[config.mk]
export PLATFORM = sky130hd
export DESIGN_NAME = multi_queue_shared_buffer
export DESIGN_NICKNAME = d
export VERILOG_FILES = /design/src/rtl/mqsb_pkg.sv /design/src/rtl/mqsb_ram.sv /design/src/rtl/mqsb_ctrl.sv /design/src/rtl/mqsb_datapath.sv /design/src/rtl/multi_queue_shared_buffer.sv
export SDC_FILE = /design/constraint.sdc
export NUM_CORES = 2
export LEC_CHECK = 0
export BUFFER_PORTS_ARGS = -buffer_cell sky130_fd_sc_hd__buf_2
export CORE_MARGIN = 8
export CORE_UTILIZATION = 45
export DETAILED_ROUTE_END_ITERATION = 12
export PLACE_DENSITY_LB_ADDON = 0.1
export RECOVER_POWER = 25
export SETUP_SLACK_MARGIN = 0.15
export SYNTH_ARGS = -nofsm -noshare
export SYNTH_HDL_FRONTEND = slang
export SYNTH_SLANG_ARGS = --single-unit
[constraint.sdc]
create_clock -name clock -period 6.3 [get_ports clock]
set_clock_uncertainty 0.15 [all_clocks]
set_input_delay 0.63 -clock clock [delete_from_list [all_inputs] [get_ports clock]]
set_output_delay 0.63 -clock clock [all_outputs]
set_load 0.05 [all_outputs]
[src/rtl/mqsb_pkg.sv]
`timescale 1ns / 1ps
// ----------------------------------------------------------------------------
// mqsb_pkg: shared types and constants of the multi-queue shared buffer
// Field widths, result codes, default sizes and the controller/datapath
// command and status bundles.
// ----------------------------------------------------------------------------
package mqsb_pkg;

   // item field widths
   localparam int CMD_W     = 1;
   localparam int QID_W     = 3;
   localparam int IO_DATA_W = 32;
   localparam int STATUS_W  = 2;

   // default sizes
   localparam int NUM_SLOTS_DEF  = 64;
   localparam int NUM_QUEUES_DEF = 8;
   localparam int DATA_WIDTH_DEF = 32;

   // operation codes
   localparam logic [CMD_W-1:0] CMD_ENQ = 1'b0;
   localparam logic [CMD_W-1:0] CMD_DEQ = 1'b1;

   // result codes
   localparam logic [STATUS_W-1:0] ST_ENQUEUED = 2'd0;
   localparam logic [STATUS_W-1:0] ST_FULL     = 2'd1;
   localparam logic [STATUS_W-1:0] ST_DEQUEUED = 2'd2;
   localparam logic [STATUS_W-1:0] ST_EMPTY    = 2'd3;

   // controller to datapath
   typedef struct packed {
      logic load;     // capture the accepted item
      logic rd_q;     // read queue head/tail and the free-list link
      logic rd_s;     // read link and data of the head slot
      logic commit;   // write back state and load the result register
   } mqsb_cmd_type;

   // datapath to controller
   typedef struct packed {
      logic deq;      // captured item is a dequeue
      logic out_free; // result register can take a new item
   } mqsb_sts_type;

endpackage

[src/rtl/mqsb_ram.sv]
`timescale 1ns / 1ps
// ----------------------------------------------------------------------------
// mqsb_ram: generic single-port-write, single-port-read RAM
// One write and one registered read per cycle; contents not reset.
// ----------------------------------------------------------------------------
module mqsb_ram #(
   parameter int WIDTH = 32,
   parameter int DEPTH = 64,
   parameter int AW    = (DEPTH > 1) ? $clog2(DEPTH) : 1
) (
   input  logic             clock,
   input  logic             wr_en,
   input  logic [AW-1:0]    wr_addr,
   input  logic [WIDTH-1:0] wr_data,
   input  logic             rd_en,
   input  logic [AW-1:0]    rd_addr,
   output logic [WIDTH-1:0] rd_data
);

   logic [WIDTH-1:0] mem_ff [DEPTH];
   logic [WIDTH-1:0] rd_data_ff;

   always_ff @(posedge clock) begin
      if (wr_en) begin
         mem_ff[wr_addr] <= wr_data;
      end
      if (rd_en) begin
         rd_data_ff <= mem_ff[rd_addr];
      end
   end

   assign rd_data = rd_data_ff;

endmodule

[src/rtl/mqsb_ctrl.sv]
`timescale 1ns / 1ps
// ----------------------------------------------------------------------------
// mqsb_ctrl: operation sequencer
// Steps one item through capture, queue read, slot read (dequeues only) and write-back.
// ----------------------------------------------------------------------------
module mqsb_ctrl (
   input  logic                   clock,
   input  logic                   reset,
   input  logic                   req_valid,
   output logic                   req_ready,
   input  mqsb_pkg::mqsb_sts_type sts,
   output mqsb_pkg::mqsb_cmd_type cmd
);
   import mqsb_pkg::*;

   localparam logic [1:0] S_IDLE = 2'd0;
   localparam logic [1:0] S_RD_Q = 2'd1;
   localparam logic [1:0] S_RD_S = 2'd2;
   localparam logic [1:0] S_EXEC = 2'd3;

   logic [1:0] state_ff;
   logic [1:0] state_in;

   always_comb begin
      state_in   = state_ff;
      cmd        = '0;
      req_ready  = 1'b0;
      case (state_ff)
         S_IDLE: begin
            req_ready = 1'b1;
            if (req_valid) begin
               cmd.load = 1'b1;
               state_in = S_RD_Q;
            end
         end
         S_RD_Q: begin
            cmd.rd_q = 1'b1;
            state_in = sts.deq ? S_RD_S : S_EXEC;
         end
         S_RD_S: begin
            cmd.rd_s = 1'b1;
            state_in = S_EXEC;
         end
         S_EXEC: begin
            // hold until the result register frees up
            if (sts.out_free) begin
               cmd.commit = 1'b1;
               state_in   = S_IDLE;
            end
         end
         default: begin
            state_in = S_IDLE;
         end
      endcase
   end

   always_ff @(posedge clock) begin
      if (reset) begin
         state_ff <= S_IDLE;
      end else begin
         state_ff <= state_in;
      end
   end

endmodule

[src/rtl/mqsb_datapath.sv]
`timescale 1ns / 1ps
// ----------------------------------------------------------------------------
// mqsb_datapath: slot store, queue pointers, free list and result register
// Holds the captured item, the four RAMs, the free-list head and the
// fresh-slot counter, and computes the write-back of one operation.
// ----------------------------------------------------------------------------
module mqsb_datapath #(
   parameter int NUM_SLOTS  = mqsb_pkg::NUM_SLOTS_DEF,
   parameter int NUM_QUEUES = mqsb_pkg::NUM_QUEUES_DEF,
   parameter int DATA_WIDTH = mqsb_pkg::DATA_WIDTH_DEF
) (
   input  logic                                 clock,
   input  logic                                 reset,
   input  logic [mqsb_pkg::CMD_W-1:0]           req_cmd,
   input  logic [mqsb_pkg::QID_W-1:0]           req_queue_id,
   input  logic signed [mqsb_pkg::IO_DATA_W-1:0] req_data_in,
   output logic                                 rsp_valid,
   input  logic                                 rsp_ready,
   output logic [mqsb_pkg::STATUS_W-1:0]        rsp_status,
   output logic signed [mqsb_pkg::IO_DATA_W-1:0] rsp_data_out,
   input  mqsb_pkg::mqsb_cmd_type               cmd,
   output mqsb_pkg::mqsb_sts_type               sts
);
   import mqsb_pkg::*;

   localparam int PW = $clog2(NUM_SLOTS + 1);                  // pointer incl. null
   localparam int SW = $clog2(NUM_SLOTS);                      // slot index
   localparam int QW = (NUM_QUEUES > 1) ? $clog2(NUM_QUEUES) : 1;
   localparam logic [PW-1:0] LINK_NULL = PW'(NUM_SLOTS);

   // captured item
   logic [CMD_W-1:0]      cmd_ff;
   logic [QID_W-1:0]      qid_ff;
   logic [DATA_WIDTH-1:0] din_ff;

   // pointer state
   logic [NUM_QUEUES-1:0] head_vld_ff;
   logic [NUM_QUEUES-1:0] head_vld_in;
   logic [PW-1:0]         free_head_ff;
   logic [PW-1:0]         free_head_in;
   logic [PW-1:0]         fresh_ff;
   logic [PW-1:0]         fresh_in;

   // result register
   logic                  rsp_valid_ff;
   logic [STATUS_W-1:0]   status_ff;
   logic [IO_DATA_W-1:0]  data_out_ff;
   logic [STATUS_W-1:0]   status_in;
   logic [IO_DATA_W-1:0]  data_out_in;

   // RAM ports
   logic [SW-1:0]         head_rd;
   logic [SW-1:0]         tail_rd;
   logic [PW-1:0]         link_rd;
   logic [DATA_WIDTH-1:0] data_rd;
   logic                  head_we;
   logic [SW-1:0]         head_wdata;
   logic                  link_we;
   logic [SW-1:0]         link_waddr;
   logic [PW-1:0]         link_wdata;
   logic [SW-1:0]         link_raddr;

   // decode
   logic [QW-1:0]         qidx;
   logic                  q_ok;
   logic                  full;
   logic                  hv;
   logic                  enq_ok;
   logic                  deq_ok;
   logic                  from_fresh;
   logic                  is_last;
   logic [PW-1:0]         next_free;
   logic [SW-1:0]         alloc_slot;

   assign qidx       = QW'(qid_ff);
   assign q_ok       = 32'(qid_ff) < 32'(NUM_QUEUES);
   assign full       = free_head_ff == LINK_NULL;
   assign hv         = q_ok && head_vld_ff[qidx];
   assign enq_ok     = (cmd_ff == CMD_ENQ) && q_ok && !full;
   assign deq_ok     = (cmd_ff == CMD_DEQ) && hv;
   // slots at or above the fresh mark were never written; their link is taken as i+1
   assign from_fresh = free_head_ff >= fresh_ff;
   assign next_free  = from_fresh ? (free_head_ff + PW'(1)) : link_rd;
   assign alloc_slot = free_head_ff[SW-1:0];
   assign is_last    = head_rd == tail_rd;

   assign sts.deq      = cmd_ff == CMD_DEQ;
   assign sts.out_free = !rsp_valid_ff || rsp_ready;

   // capture
   always_ff @(posedge clock) begin
      if (cmd.load) begin
         cmd_ff <= req_cmd;
         qid_ff <= req_queue_id;
         din_ff <= DATA_WIDTH'(req_data_in);
      end
   end

   // head RAM write: first slot of an empty queue, or the successor on dequeue
   assign head_we    = cmd.commit && ((enq_ok && !hv) || (deq_ok && !is_last));
   assign head_wdata = deq_ok ? link_rd[SW-1:0] : alloc_slot;

   // link RAM: append after tail on enqueue, push to free list on dequeue
   assign link_we    = cmd.commit && ((enq_ok && hv) || deq_ok);
   assign link_waddr = deq_ok ? head_rd : tail_rd;
   assign link_wdata = deq_ok ? free_head_ff : PW'(alloc_slot);
   assign link_raddr = cmd.rd_s ? head_rd : alloc_slot;

   mqsb_ram #(.WIDTH(SW), .DEPTH(NUM_QUEUES)) u_head_ram (
      .clock   (clock),
      .wr_en   (head_we),
      .wr_addr (qidx),
      .wr_data (head_wdata),
      .rd_en   (cmd.rd_q),
      .rd_addr (qidx),
      .rd_data (head_rd)
   );

   mqsb_ram #(.WIDTH(SW), .DEPTH(NUM_QUEUES)) u_tail_ram (
      .clock   (clock),
      .wr_en   (cmd.commit && enq_ok),
      .wr_addr (qidx),
      .wr_data (alloc_slot),
      .rd_en   (cmd.rd_q),
      .rd_addr (qidx),
      .rd_data (tail_rd)
   );

   mqsb_ram #(.WIDTH(PW), .DEPTH(NUM_SLOTS)) u_link_ram (
      .clock   (clock),
      .wr_en   (link_we),
      .wr_addr (link_waddr),
      .wr_data (link_wdata),
      .rd_en   (cmd.rd_q || cmd.rd_s),
      .rd_addr (link_raddr),
      .rd_data (link_rd)
   );

   mqsb_ram #(.WIDTH(DATA_WIDTH), .DEPTH(NUM_SLOTS)) u_data_ram (
      .clock   (clock),
      .wr_en   (cmd.commit && enq_ok),
      .wr_addr (alloc_slot),
      .wr_data (din_ff),
      .rd_en   (cmd.rd_s),
      .rd_addr (head_rd),
      .rd_data (data_rd)
   );

   // pointer write-back
   always_comb begin
      head_vld_in  = head_vld_ff;
      free_head_in = free_head_ff;
      fresh_in     = fresh_ff;
      if (cmd.commit && enq_ok) begin
         free_head_in = next_free;
         if (from_fresh) begin
            fresh_in = fresh_ff + PW'(1);
         end
         if (!hv) begin
            head_vld_in[qidx] = 1'b1;
         end
      end
      if (cmd.commit && deq_ok) begin
         free_head_in = PW'(head_rd);
         if (is_last) begin
            head_vld_in[qidx] = 1'b0;
         end
      end
   end

   always_ff @(posedge clock) begin
      if (reset) begin
         head_vld_ff  <= '0;
         free_head_ff <= '0;
         fresh_ff     <= '0;
      end else begin
         head_vld_ff  <= head_vld_in;
         free_head_ff <= free_head_in;
         fresh_ff     <= fresh_in;
      end
   end

   // result
   always_comb begin
      if (cmd_ff == CMD_ENQ) begin
         status_in   = enq_ok ? ST_ENQUEUED : ST_FULL;
         data_out_in = '0;
      end else begin
         status_in   = deq_ok ? ST_DEQUEUED : ST_EMPTY;
         data_out_in = deq_ok ? IO_DATA_W'($signed(data_rd)) : '1;
      end
   end

   always_ff @(posedge clock) begin
      if (reset) begin
         rsp_valid_ff <= 1'b0;
      end else if (cmd.commit) begin
         rsp_valid_ff <= 1'b1;
      end else if (rsp_ready) begin
         rsp_valid_ff <= 1'b0;
      end
   end

   always_ff @(posedge clock) begin
      if (cmd.commit) begin
         status_ff   <= status_in;
         data_out_ff <= data_out_in;
      end
   end

   assign rsp_valid    = rsp_valid_ff;
   assign rsp_status   = status_ff;
   assign rsp_data_out = data_out_ff;

endmodule

[src/rtl/multi_queue_shared_buffer.sv]
`timescale 1ns / 1ps
// ----------------------------------------------------------------------------
// multi_queue_shared_buffer: FIFO queues sharing one linked slot store
// NUM_QUEUES queues draw slots from one store of NUM_SLOTS entries through a
// linked free list; each slot keeps a data word and a next-slot link.
// ----------------------------------------------------------------------------
//
//  channel   direction  handshake              payload
//  -------   ---------  ---------------------  ------------------------------
//  req_      in         req_valid / req_ready  req_cmd, req_queue_id,
//                                              req_data_in
//  rsp_      out        rsp_valid / rsp_ready  rsp_status, rsp_data_out
//
//  Sequence: one item at a time. An enqueue or a full answer steps through
//  accept, head/tail RAM read and write-back; a dequeue or an empty answer
//  adds a slot link/data RAM read before the write-back.
//  Reset: no clearing pass. A fresh-slot counter stands in for the reset
//  links of the store, so items are taken right after reset.
//  Stalls: a finished result waits in the output register; a new item is
//  accepted meanwhile, and its write-back holds until that result is taken.
//
module multi_queue_shared_buffer #(
   parameter int NUM_SLOTS  = mqsb_pkg::NUM_SLOTS_DEF,
   parameter int NUM_QUEUES = mqsb_pkg::NUM_QUEUES_DEF,
   parameter int DATA_WIDTH = mqsb_pkg::DATA_WIDTH_DEF
) (
   input  logic                                 clock,
   input  logic                                 reset,
   input  logic                                 req_valid,
   output logic                                 req_ready,
   input  logic [mqsb_pkg::CMD_W-1:0]           req_cmd,
   input  logic [mqsb_pkg::QID_W-1:0]           req_queue_id,
   input  logic signed [mqsb_pkg::IO_DATA_W-1:0] req_data_in,
   output logic                                 rsp_valid,
   input  logic                                 rsp_ready,
   output logic [mqsb_pkg::STATUS_W-1:0]        rsp_status,
   output logic signed [mqsb_pkg::IO_DATA_W-1:0] rsp_data_out
);
   import mqsb_pkg::*;

   // sequencer commands and datapath status
   mqsb_cmd_type cmd;
   mqsb_sts_type sts;

   // the controller walks each item through its read and write-back steps
   mqsb_ctrl u_ctrl (
      .clock     (clock),
      .reset     (reset),
      .req_valid (req_valid),
      .req_ready (req_ready),
      .sts       (sts),
      .cmd       (cmd)
   );

   // the datapath owns every RAM, pointer and the result register
   mqsb_datapath #(
      .NUM_SLOTS  (NUM_SLOTS),
      .NUM_QUEUES (NUM_QUEUES),
      .DATA_WIDTH (DATA_WIDTH)
   ) u_datapath (
      .clock        (clock),
      .reset        (reset),
      .req_cmd      (req_cmd),
      .req_queue_id (req_queue_id),
      .req_data_in  (req_data_in),
      .rsp_valid    (rsp_valid),
      .rsp_ready    (rsp_ready),
      .rsp_status   (rsp_status),
      .rsp_data_out (rsp_data_out),
      .cmd          (cmd),
      .sts          (sts)
   );

endmodule

== Word level (Yosys, flattened, before mapping) ==
Memory sizes are Yosys's and may differ from the RTL's. A register that Yosys moved wholly into a read port is not among the register bits.
Index checks and enable logic that the tools add are counted.

* Add/subtract/negate cells: 2
* Multipliers: 0
* Div/mod/pow operators: 0
* Magnitude comparators: 3
* Equal/unequal tests: 7
* Shifts and indexed selects: 0
* Muxes and demuxes: 38
* Bitwise logic cells: 4
* Reductions and logical operators: 24

{| class="wikitable"
|+ Operator list
! cell !! count
|-
| 32-bit 2-to-1 mux || 1
|-
| 8-bit 2-to-1 mux || 4
|-
| 6-bit 2-to-1 mux || 5
|-
| 1-bit 2-to-1 mux || 20
|-
| 7-bit by 1-bit adder with 7-bit output, second input constant || 2
|-
| 7-bit 2-to-1 mux || 2
|-
| 1-bit logical AND || 10
|-
| 8-bit AND || 1
|-
| 8-bit inverter || 1
|-
| 8-bit bitwise OR || 1
|-
| 2-bit case mux with 4 select lines || 1
|-
| 7-bit equality test, second input constant || 1
|-
| 7-bit >= comparator || 1
|-
| 6-bit equality test || 1
|-
| 2-bit 2-to-1 mux || 3
|-
| 2-bit equality test, second input constant || 2
|-
| 1-bit logical NOT || 4
|-
| 1-bit logical OR || 4
|-
| 3-bit by 4-bit less-than comparator with 1-bit output, second input constant || 1
|-
| 2-bit != test, second input constant || 2
|-
| 2-bit AND reduction || 2
|-
| 2-bit nonzero test || 2
|-
| 1-bit binary-select mux with 3-bit select || 1
|-
| 1-bit demux with 3-bit select || 1
|-
| other kinds (5) || 5
|}

* Register bits: 95
* Latch bits: 0
* RAM bits: 2,592
* ROM bits: 0
* Bits of input ports: 40
* Logic and storage cells: 93
* Memories: 4

{| class="wikitable"
|+ Memory list
! memory !! depth !! bits a word !! read ports !! clocked after Yosys merged registers in !! write ports !! RTL line !! RTL
|-
| u_datapath.u_data_ram.mem_ff || 64 || 32 || 1 || 1 || 1 || mqsb_ram.sv:20 || <nowiki>logic [WIDTH-1:0] mem_ff [DEPTH];</nowiki>
|-
| u_datapath.u_link_ram.mem_ff || 64 || 7 || 1 || 1 || 1 || mqsb_ram.sv:20 ||
|-
| u_datapath.u_head_ram.mem_ff || 8 || 6 || 1 || 1 || 1 || mqsb_ram.sv:20 ||
|-
| u_datapath.u_tail_ram.mem_ff || 8 || 6 || 1 || 1 || 1 || mqsb_ram.sv:20 ||
|}

== Logic depth before layout (Yosys ltp) ==
* Depth in word-level cells: 10
* Depth in mapped cells: 13
* Gate-level depth less buffers: 9

== Modules after synthesis ==
From an unflattened synthesis, not the netlist that was laid out.

* Cells, all modules: 4,662
* Area total of the unflattened synthesis: 105,055.8 um^2

{| class="wikitable"
|+ By module, submodules not included
! module !! instances !! cells an instance !! area an instance (um^2) !! seq. area each (um^2)
|-
| mqsb_ram at u_datapath.u_data_ram || 1 || 3,324 || 78,835.6 || 62,459.9
|-
| mqsb_ram at u_datapath.u_link_ram || 1 || 827 || 17,705.7 || 13,663.1
|-
| mqsb_datapath || 1 || 315 || 4,171.5 || 2,562.5
|-
| mqsb_ram at u_datapath.u_head_ram ... || 2 || 88 || 2,082.0 || 1,621.6
|-
| mqsb_ctrl || 1 || 20 || 178.9 || 40.0
|}

== Worst setup path before layout ==
No wires, ideal clock.

* Kind: register to register
* From: reg u_datapath.free_head_ff[0]
* To: mem u_datapath.u_data_ram.mem_ff[31][0] (enable)
* Setup time: 0.502 ns
* Arrival time: 5.898 ns
* Setup slack: -0.250 ns
* Stages on the path, launching flop included: 10
* Buffers on the path: 4
* Path through: dfxtp_1 buf_2 inv_1 clkbuf_1 buf_1 ha_1 nand4_1 nand3_1 clkbuf_1 nor4_1

* Longest elaborated chain between the ends: 6

{| class="wikitable"
|+ Ends and longest elaborated chain
! what !! RTL line !! RTL
|-
| start, declared || mqsb_datapath.sv:39 || <nowiki>logic [PW-1:0] free_head_ff;</nowiki>
|-
| start signal, assigned || mqsb_datapath.sv:178 || <nowiki>free_head_ff <= free_head_in;</nowiki>
|-
| 7-bit equality test || mqsb_datapath.sv:77 || <nowiki>assign full = free_head_ff == LINK_NULL;</nowiki>
|-
| 1-bit logical NOT || mqsb_datapath.sv:79 || <nowiki>assign enq_ok = (cmd_ff == CMD_ENQ) && q_ok && !full;</nowiki>
|-
| 1-bit logical AND || mqsb_datapath.sv:79 ||
|-
| 1-bit logical AND || mqsb_datapath.sv:141 || <nowiki>.wr_en (cmd.commit && enq_ok),</nowiki>
|-
| 1-bit 2-to-1 mux || mqsb_ram.sv:24 || <nowiki>if (wr_en) begin</nowiki>
|-
| 1-bit 2-to-1 mux (implied by the code) || mqsb_ram.sv:25 || <nowiki>mem_ff[wr_addr] <= wr_data;</nowiki>
|-
| end, declared || mqsb_ram.sv:20 ||
|}

Parallel ways exist; a longest one is shown, timed or not.

== Final worst setup path ==
* From: reg u_datapath.free_head_ff[3]
* To: reg u_datapath.u_link_ram.rd_data_ff[3], in the netlist u_datapath.u_link_ram.rd_data[3], read port of u_datapath.u_link_ram.mem_ff (data pin)

* Longest elaborated chain between the ends: 1

{| class="wikitable"
|+ Ends and longest elaborated chain
! what !! RTL line !! RTL
|-
| 6-bit 2-to-1 mux || mqsb_datapath.sv:107 || <nowiki>assign link_raddr = cmd.rd_s ? head_rd : alloc_slot;</nowiki>
|-
| end, declared || mqsb_ram.sv:21 || <nowiki>logic [WIDTH-1:0] rd_data_ff;</nowiki>
|}

No other way between the ends.
A chain may end at the register's enable or synchronous reset.

==> flow_summary.toml <==
[power]
switching_share_pct = 28.8
vdd_drop_max_mv = 0.284
power_frac_clock_pct = 33.9
p_int_w = 0.0357
power.switching_w = 0.0144
p_per_area_nw_per_um2 = 408
seq_power_share_pct = 42.7
p_comb_share_pct = 23.3
p_leak_nw = 37.5

[die]
die_area_um2 = 256000
boundaryPins = 76
coreArea_um2 = 238000
die_w_um = 506
rows = 179
initial_core_util_pct = 45.3
die_height_um = 506

[logic_synthesis]
netlist_area_um2 = 108000
synth_area_leaders = "edfxtp_1 76%, mux4_2 14%, a21oi_1 2.0%, nor2_1 0.81%, a211oi_1 0.77%"
synthMostInstantiatedCell = "edfxtp_1"
yosysWarnings = 0
synth_cell_types = 70
ys_seq_elements = 2738
synth_edf_count = 2713
yosysSeqAreaShare_pct = 76.0
yosys.area.top_type_share_pct = 75.5
synth-main-ff-cell = "edfxtp_1"
syn_inst = 5433
synth_nets = 5487
syn_avg_cell_area_um2 = 19.8
yosys.area.top_type = "edfxtp_1"
synth-async-reset-ratio_pct = 0
ys_top_cells_by_count = "2,713 x edfxtp_1, 647 x mux4_2, 438 x a21oi_1, 234 x nor2_1"

[run]
drv_cap = 29

[timing]
fin_setup_tns_ps = 0
slew_viol_final = 1865
holdWs_ps = 136
fmax_mhz = 180
rsz0062_at_grt = "no"
layout_setup_ws_ps = 732
max_slew.worst_pin.slew_ps = 3450
hold_viol_final = 0
min_period_over_period_pct = 88.4
setup_viol = 0
layout_min_cycle_time_ps = 5570
maxSlewHeadroom_pct = -130

[cts]
insertion_delay_ps = 910
cts_buffers = 306
cts.clk_slew.worst_paths_ps = 60
htree_levels = 5
hold_buffers = 37
post_cts_resized = 0
clock-sinks = 2738
cts_tree = "built"
cts-root-buf = "clkbuf_16"
cts_setup_buffers = 0
cts_buffer_depth = 4

[finish]
drive_gt1_share_pct = 24.0
syn2layout_area_growth_pct = 13.9
fillers = 18800
nNetsFinal = 5780
final_cells = 9117

[setup_path]
critical_path_class = "flip-flop to flip-flop"
crit_arrival_ps = 6030
cpMaxStageDelayCell = "clkbuf_1"
critPathMaxFanout = 44
max_stage_delay_ps = 1650
critPathBufInv = 1
critPathCaptureType = "flip-flop"
cp_cell_sequence = "clkbuf_1 > mux2i_1 > nand2_1 > nor3_1 > nor4_1 > o311ai_0"
worst_setup_path_start_kind = "flip-flop"
cp_top_family = "simple AND/OR/NAND/NOR gates"
critPathRequiredTime_ps = 6770

[place]
io_buffers = 75
gp_congestion = 0.816
hpwl_um = 171000
place_inst = 8548
place_ws_ps = 1340

[routing]
drtAntennaViolNets = 0
wire_per_inst_um = 33.1
num_vias = 55800
drc = 0
via_per_inst = 6.12
dr.pass1.iters = 5
drt_iter0_drc = 6224
totalWireLength_um = 302000

[grt]
grt_pass1_vias = 55900
use_met3_pct = 3.26
grt_max_degree = 141
use_met2_pct = 38.9
grt.busiest_layer = "met2"
grt_pass1_wl_um = 427000
grt_usage_pct = 23.1
grt_overflow = 0
antenna_found_initial = 8
met1_usage_pct = 32.0

[outcome]
violations = "max-capacitance violations, max-slew violations"
outcome = "finished with violations"

[worst_hold_path]
hold_path_class = "primary input to flip-flop"
[state kept, by name, indices dropped and copies added (netlist names)]
| signal | flops |
|---|---|
| u_datapath.qid_ff | 3 |
| u_datapath.fresh_ff | 7 |
| u_datapath.u_link_ram.rd_data | 7 |
| u_datapath.u_head_ram.mem_ff | 48 |
| u_datapath.u_data_ram.rd_data | 32 |
| u_datapath.head_vld_ff | 8 |
| u_datapath.u_tail_ram.mem_ff | 48 |
| u_datapath.free_head_ff | 7 |
| u_datapath.cmd_ff | 1 |
| u_datapath.u_head_ram.rd_data | 6 |
| u_datapath.u_tail_ram.rd_data | 6 |
| u_datapath.din_ff | 32 |
| u_datapath.rsp_data_out | 32 |
| u_ctrl.state_ff | 2 |
| u_datapath.rsp_status | 2 |
| u_datapath.u_data_ram.mem_ff | 2048 |
| u_datapath.rsp_valid | 1 |
| u_datapath.u_link_ram.mem_ff | 448 |
[cells by family (layout without fill, tap and decap cells)]
kind of cell	after synthesis	after routing	synth area share (%)
flip-flops	2738	2738	76.0
XOR/XNOR	12	12	0.0975
other	0	6	0
AO/OA/AOI/OAI	914	914	5.19
AND/OR/NAND/NOR	684	684	2.93
buffers and inverters	363	874	1.49
multiplexers	708	708	14.1
adder cells (fa/ha/maj)	14	14	0.162
[cell type report]
class,instances,area (um2),share of cell area [%]
Antenna cell,6,15.0,0.0122
Clock buffer,377,8100,6.60
Clock inverter,149,1280,1.04
Inverter,20,75.1,0.0611
Multi-Input combinational cell,2332,24900,20.2
Sequential cell,2738,82000,66.8
Tap cell,3167,3960,3.23
Timing Repair Buffer,328,2530,2.06
[layout by cell type (no fill, tap or decap), types with 37 or more instances in the layout]
master	netlist	routed
clkbuf_16	0	313
buf_4	15	165
nand3_1	42	42
clkinv_1	1	75
a22oi_1	87	87
nor2_1	234	170
mux4_2	647	647
buf_2	105	72
dlygate4sd3_1	0	37
a211oi_1	111	102
a21oi_1	438	437
mux2i_1	44	43
edfxtp_1	2713	2713
nor3_1	76	76
nor2_4	0	63
o21ai_0	46	46
nand2_1	171	170
clkbuf_1	171	93
o22ai_1	64	64
[final timing paths]
| path | slack [ps] | depth (start not counted) | end | from |
|---|---|---|---|---|
| setup / recovery | 730 | 6 | u_datapath.u_link_ram.rd_data[3] | u_datapath.free_head_ff[3] |
| hold / removal | 140 | 2 | u_ctrl.state_ff[1] | reset |
| setup reg to reg | 730 | 6 | u_datapath.u_link_ram.rd_data[3] | u_datapath.free_head_ff[3] |
| hold reg to reg | 350 | 2 | u_datapath.fresh_ff[4] | u_datapath.fresh_ff[4] |
[stage by stage]
stage / util (%) / total power [W] / area, um2
finish: 51.6 / 0.0502 / 123000
CTS: 51.6 / 0.0506 / 123000
global placement: 47.5 / 0.0336 / 113000
floorplan: - / 0.0292 / 108000
global route: 51.6 / 0.0518 / 123000
detailed placement: 47.5 / 0.0336 / 113000
[routing by layer]
metal,wire [um],vias to the layer above
li1,-,23200
met1,125000,29900
met2,150000,2192
met3,18000,451
met4,8760,0
met5,0,-
[power groups by stage]
stage	clock network, W	logic (W)	registers (W)
2_1_floorplan	0	0.00719	0.0220
3_3_place_gp	0	0.0119	0.0217
4_1_cts	0.0173	0.0120	0.0213
5_1_grt	0.0180	0.0124	0.0215
3_5_place_dp	0	0.0119	0.0217
6_report	0.0170	0.0117	0.0214
(Power assumes the default switching activity.)
